**config.mk**
```make
export PLATFORM = sky130hd
export DESIGN_NAME = msild_ctrl
export DESIGN_NICKNAME = d
export VERILOG_FILES = /design/src/hw/rtl/msild_pkg.sv /design/src/hw/rtl/msild_ctrl.sv
export SDC_FILE = /design/constraint.sdc
export NUM_CORES = 1
export LEC_CHECK = 0
export BUFFER_PORTS_ARGS = -buffer_cell sky130_fd_sc_hd__buf_2
export CAP_MARGIN = 40
export CORE_AREA = 2 2 43 55
export CTS_CLUSTER_SIZE = 14
export DETAILED_ROUTE_END_ITERATION = 10
export DIE_AREA = 0 0 45 57
export GPL_TIMING_DRIVEN = 0
export PLACE_DENSITY = 0.74
export SKIP_LAST_GASP = 1
export SLEW_MARGIN = 20
export SYNTH_ARGS = -nofsm -noshare
export SYNTH_HDL_FRONTEND = slang
export SYNTH_SLANG_ARGS = --single-unit
```
**constraint.sdc**
```tcl
create_clock -name clk -period 2.25 [get_ports clk]
set_input_delay 0.45 -clock clk [delete_from_list [all_inputs] [get_ports clk]]
set_output_delay 0.45 -clock clk [all_outputs]
set_load 0.02 [all_outputs]
```
**src/hw/rtl/msild_pkg.sv**
```systemverilog
// Shared types, constants and helper function of the mid/side level-balance block.
package msild_pkg;

	localparam int GAIN_ONE   = 65536;   // unity gain in Q1.16
	localparam int ROT_COEF   = 46341;   // 0.7071 in Q0.16
	localparam int ENERGY_W   = 64;      // saturating energy accumulators
	localparam int DIVW       = 64;      // divider working width
	localparam int QUOT_W     = 17;      // quotient bits per division
	localparam int SQRT_STEPS = 32;      // one result bit per step of a 64-bit root
	localparam int FLUSH_WAIT = 2;       // energy pipeline depth after the last load
	localparam int STEP_W     = 6;

	localparam logic KIND_LOAD  = 1'b0;
	localparam logic KIND_DRAIN = 1'b1;

	typedef enum logic [6:0] {
		ST_LOAD     = 7'b0000001,
		ST_FLUSH    = 7'b0000010,
		ST_SQRT_L   = 7'b0000100,
		ST_SQRT_R   = 7'b0001000,
		ST_DIV_ILD  = 7'b0010000,
		ST_DIV_GAIN = 7'b0100000,
		ST_DRAIN    = 7'b1000000
	} state_t;

	typedef struct packed {
		logic load;
		logic new_frame;
		logic drain;
		logic sqrt_init;
		logic sqrt_sel;
		logic sqrt_step;
		logic ild_init;
		logic div_step;
		logic gain_init;
		logic finish;
	} cmd_t;

	typedef struct packed {
		logic full_cont;
		logic len_one;
		logic drain_last;
		logic busy;
	} status_t;

	// floor(sqrt(2^(2*sw-1))), the output saturation limit
	function automatic logic [63:0] out_limit(input int sw);
		logic [63:0] v;
		logic [63:0] res;
		logic [63:0] bit_v;
		v     = 64'd1 << (2 * sw - 1);
		res   = 64'd0;
		bit_v = 64'd1 << 62;
		for (int i = 0; i < 32; i++) begin
			if (v >= res + bit_v) begin
				v   = v - (res + bit_v);
				res = (res >> 1) + bit_v;
			end else begin
				res = res >> 1;
			end
			bit_v = bit_v >> 2;
		end
		return res;
	endfunction

endpackage

```
**src/hw/rtl/msild_ctrl.sv**
```systemverilog
// Controller state machine: load, per-frame root and division sequence, drain.
module msild_ctrl import msild_pkg::*; (
	input  logic    clk,
	input  logic    arst_n,
	input  logic    in_valid,
	input  logic    kind,
	input  status_t status,
	output logic    in_ready,
	output cmd_t    cmd
);

	state_t            state_q, state_d;
	logic [STEP_W-1:0] cnt_q, cnt_d;
	logic              acc;

	assign in_ready = !status.busy && (state_q == ST_LOAD || state_q == ST_DRAIN);
	assign acc      = in_valid && in_ready;

	always_comb begin
		state_d = state_q;
		cnt_d   = cnt_q;
		cmd     = '0;
		unique case (state_q)
			ST_LOAD: begin
				if (acc && kind == KIND_LOAD) begin
					cmd.load = 1'b1;
					if (status.full_cont) begin
						state_d = ST_FLUSH;
						cnt_d   = STEP_W'(FLUSH_WAIT);
					end
				end
			end
			ST_FLUSH: begin
				if (cnt_q == '0) begin
					cmd.sqrt_init = 1'b1;
					state_d       = ST_SQRT_L;
					cnt_d         = STEP_W'(SQRT_STEPS);
				end else begin
					cnt_d = cnt_q - 1'b1;
				end
			end
			ST_SQRT_L: begin
				if (cnt_q != '0) begin
					cmd.sqrt_step = 1'b1;
					cnt_d         = cnt_q - 1'b1;
				end else begin
					cmd.sqrt_init = 1'b1;
					cmd.sqrt_sel  = 1'b1;
					state_d       = ST_SQRT_R;
					cnt_d         = STEP_W'(SQRT_STEPS);
				end
			end
			ST_SQRT_R: begin
				if (cnt_q != '0) begin
					cmd.sqrt_step = 1'b1;
					cnt_d         = cnt_q - 1'b1;
				end else begin
					cmd.ild_init = 1'b1;
					state_d      = ST_DIV_ILD;
					cnt_d        = STEP_W'(QUOT_W);
				end
			end
			ST_DIV_ILD: begin
				if (cnt_q != '0) begin
					cmd.div_step = 1'b1;
					cnt_d        = cnt_q - 1'b1;
				end else begin
					cmd.gain_init = 1'b1;
					state_d       = ST_DIV_GAIN;
					cnt_d         = STEP_W'(QUOT_W);
				end
			end
			ST_DIV_GAIN: begin
				if (cnt_q != '0) begin
					cmd.div_step = 1'b1;
					cnt_d        = cnt_q - 1'b1;
				end else begin
					cmd.finish = 1'b1;
					state_d    = ST_DRAIN;
				end
			end
			ST_DRAIN: begin
				if (acc && kind == KIND_LOAD) begin
					// a sample abandons the rest of the frame
					cmd.load      = 1'b1;
					cmd.new_frame = 1'b1;
					if (status.len_one) begin
						state_d = ST_FLUSH;
						cnt_d   = STEP_W'(FLUSH_WAIT);
					end else begin
						state_d = ST_LOAD;
					end
				end else if (acc) begin
					cmd.drain = 1'b1;
					if (status.drain_last) begin
						state_d = ST_LOAD;
					end
				end
			end
			default: begin
				state_d = ST_LOAD;
			end
		endcase
	end

	always_ff @(posedge clk or negedge arst_n) begin
		if (!arst_n) begin
			state_q <= ST_LOAD;
			cnt_q   <= '0;
		end else begin
			state_q <= state_d;
			cnt_q   <= cnt_d;
		end
	end

endmodule

```
==> metrics.log <==
INFO  metric run_status = complete, but fails checks
INFO  metric failed_checks = negative setup slack
INFO  metric synthAdderAreaFrac = 2.378%
INFO  metric number_of_standard_cell_rows_in_the_floorplan = 19
INFO  metric fp.dieH = about 57 µm
INFO  metric port_buf_inserts = 18
INFO  metric critical_path.cell_chain = clkbuf_8 -> or4b_4 -> or2_4 -> a21oi_4 -> and3_4 -> buf_6
INFO  metric power_density = 1276 nW/µm²
INFO  metric cp.required = 1800 ps
INFO  metric hp-class = in2async
INFO  metric main_combinational_cell_family_by_area_after_synthesis = simple AND/OR/NAND/NOR gates
INFO  metric netlist_area = approximately 1100 µm²
INFO  metric final.min_clock_period = 2517 ps
INFO  metric final_layout_size_suffix_gt1_share = between 50% and 60%
INFO  metric yosys_warnings = 0
INFO  metric grt_remaining_overflow = 0
INFO  metric timing.critical_path.arrival = a little over 2000 ps
INFO  metric setup-tns-final = -1230 ps
INFO  metric grt_setup_unrepaired = true
INFO  metric grt_start_max_net_pins = 14
INFO  metric place.detailed.hpwl = 2.041 mm
INFO  metric residual_antenna_violating_net_count_after_detailed_routing = 0
INFO  metric ys_types = 50
INFO  metric synth_compound_gate_area_share = roughly a quarter
INFO  metric clk_root_buffer_cell = clkbuf_4
INFO  metric finalHoldViolations = 0
INFO  metric post_synthesis_share_of_cell_area_spent_on_and_or_nand_and_nor_gates = about a third
INFO  metric drt_drc_violations_left = 0
INFO  metric clk_transition_reported_paths = around 90 ps
INFO  metric num_vias = around 1,300
INFO  metric clock_latency = between 200 and 300 ps
INFO  metric muxShareOfSynthArea = 2.140%
INFO  metric power.share.sequential = approximately 18%
INFO  metric final-setup-viol-count = 15
INFO  metric report.final.slew_viol_count = 0
INFO  metric syn_area_per_cell = ~8.6 µm²
INFO  metric synth.ff_latch_count = 13
INFO  metric holdWs = around 47 ps
INFO  metric cts.sink_count = 13
INFO  metric grt_pass1_wl = ~5.4 mm
INFO  metric layout.cells.most_common = buf_4
INFO  metric synth_xor_xnor_area_share = around 2.5%
INFO  metric critical_path.startpoint_type = flop
INFO  metric synth_sequential_area_ratio = just over 30%
INFO  metric ir_drop = just under 0.001 V
INFO  metric clock_tree.htree_level_count = 1
INFO  metric grtUsageTotal = 29.12%
INFO  metric crit_path_top_delay_cell = or4b_4
INFO  metric initial_core_utilization = 50.30%
INFO  metric clk_path_buf_depth = 2
INFO  metric endpoint_kind = output port
INFO  metric finalWorstSetupSlack = -267.1 ps
INFO  metric vias_per_cell = roughly 6.7
INFO  metric pwr_total = approximately 2.1 mW
INFO  metric p_int = 1.156 mW
INFO  metric p_sw_share = ~46%
INFO  metric worstMarginPinSlew = 476.5 ps
INFO  metric synth-async-reset-ratio = 100.0%
INFO  metric mappedNetlistNets = roughly 130
INFO  metric antenna_found_initial = 0
INFO  metric synthesis.instances = between 100 and 150
INFO  metric relSlewSlack = about 68%
INFO  metric power.net_switching = roughly 1000 µW
INFO  metric share_clk_of_total_power = ~7.4%
INFO  metric synthFlopType = dfrtp_1
INFO  metric share_comb_of_total_power = 74.6%
INFO  metric drt_first_iter_violations = 60
INFO  metric area.growth.synth_to_final = 59.22%
INFO  metric finalCritPeriodShare = 111.9%
INFO  metric ios = 19
INFO  metric drv.max_cap_violation_count = 0
INFO  metric power_leakage = roughly 0.70 nW
INFO  metric finClkSkew = around 3.1 ps
INFO  metric n_antenna_cell = 0
INFO  metric max_stage_delay = 490 ps
INFO  metric achievable-frequency = approximately 400 MHz
INFO  metric tritoncts_clock_tree = built
INFO  metric first_global_vias = about 1,200
INFO  metric die_width = between 40 and 50 µm
INFO  metric fin_nets = 180
INFO  metric tritoncts.num_buffers = 3
INFO  metric critical_path_buf_inv_count = 2
INFO  metric synth-edff-count = 0
INFO  metric dp_slack = -147.4 ps
INFO  metric wirelength = about 4 mm
INFO  metric die-area = approximately 2600 µm²
INFO  metric most-common-layout-cells = buf_4 (33), buf_2 (10), dfrtp_1 (9), nor4_4 (5), nand2b_1 (5)
INFO  metric path_max_fanout = 10
INFO  metric detail_route.wl_per_cell = 20.63 µm
INFO  metric timing_worst_setup_path_type = reg2out
INFO  metric gpl.final_weighted_congestion = about 0.83
INFO  metric core_area = between 2000 and 2500 µm²
INFO  metric cpLargestDelayFamily = simple AND/OR/NAND/NOR gates
INFO  metric dr.pass1.iters = 4
synth_stat cells (2+ instances only):
library cell,count,area share (%)
a21oi_1,5,2.4
nor3b_1,4,2.9
nand3b_1,2,1.4
clkbuf_1,5,1.8
ha_1,2,2.4
o21bai_1,2,1.4
mux2_2,2,2.1
a31oi_1,3,1.8
or3_1,2,1.2
nor3_1,5,2.4
or4_1,2,1.4
inv_1,5,1.8
nor4_1,8,4.8
o21a_1,3,2.1
buf_2,3,1.4
a211o_1,2,1.7
nor2_1,5,1.8
nand3_1,2,0.95
a32o_1,2,1.9
dfrtp_1,12,29
xnor2_1,3,2.5
nand2b_1,5,3.0
and2_1,2,1.2
o31ai_1,2,1.4
a21o_1,2,1.4
o21ai_0,4,1.9
nand2_1,6,2.1
power groups by stage:
stage / registers (mW) / logic [mW] / clock network, mW
5_1_grt: 0.387 / 1.68 / 0.169
3_3_place_gp: 0.385 / 0.883 / 0
3_5_place_dp: 0.389 / 0.903 / 0
4_1_cts: 0.379 / 1.34 / 0.158
6_report: 0.385 / 1.59 / 0.158
2_1_floorplan: 0.367 / 0.715 / 0
per-layer routing:
layer  track usage (%)  wire length (µm)  up-vias
li1                  -                 -      566
met1             33.20              1447      628
met2             49.80              2118       61
met3             4.747               227       20
met4             15.97               125        0
met5                 0                 0        -
final timing paths:
kind                             from         end  slack (ps)  depth (start not counted)
setup / recovery           state_q[3]      cmd[9]        -270                          6
hold / removal                 arst_n  state_q[3]          50                          1
setup reg to reg           state_q[2]  state_q[4]         -50                          8
hold reg to reg              cnt_q[3]    cnt_q[3]         570                          1
max in group asynchronous      arst_n  state_q[0]        1910                          1
min in group clk                 kind  state_q[6]         520                          3
state kept, by name, summed over array words and instances (netlist names):
register  count
cnt_q         6
state_q       7
area by class of cell:
type	instances	area [µm²]
inverters	5	18.77
well taps	21	26.28
flip-flops and latches	13	330.3
plain buffers	4	53.80
repair buffers	47	351.6
clock buffers	4	26.28
fillers	125	416.7
multi-input cells	96	868.3
worst reg2reg max path: stages, from the launching register on:
cell and delay, ps:
dfrtp_1 400, clkbuf_8 140, buf_4 150, buf_6 130, xnor2_1 270, o21bai_1 110, a32oi_1 380, nand3_1 270
mux2_2 340
metrics by stage:
step                      cell area (µm²)  util [%]  std cells
after floorplan                      1075         -        123
after global placement               1191     56.94        162
after detailed placement             1191     56.94        162
after CTS                            1546     73.92        185
after global routing                 1675     80.08        190
final                                1675     80.08        190
logic make-up after synthesis:
group / after synthesis
flip-flops: 13
adder cells (fa/ha/maj): 2
XOR/XNOR: 3
AO/OA/AOI/OAI: 35
AND/OR/NAND/NOR: 54
multiplexers: 2
buffers and inverters: 14
repair_timing:
action,in CTS,in global routing
pin swaps,14,8
resized for setup,46,18
setup buffers,23,6
hold buffers,0,0
setup endpoints to repair,14,20
Note: power is estimated with default switching activity, not from simulation.
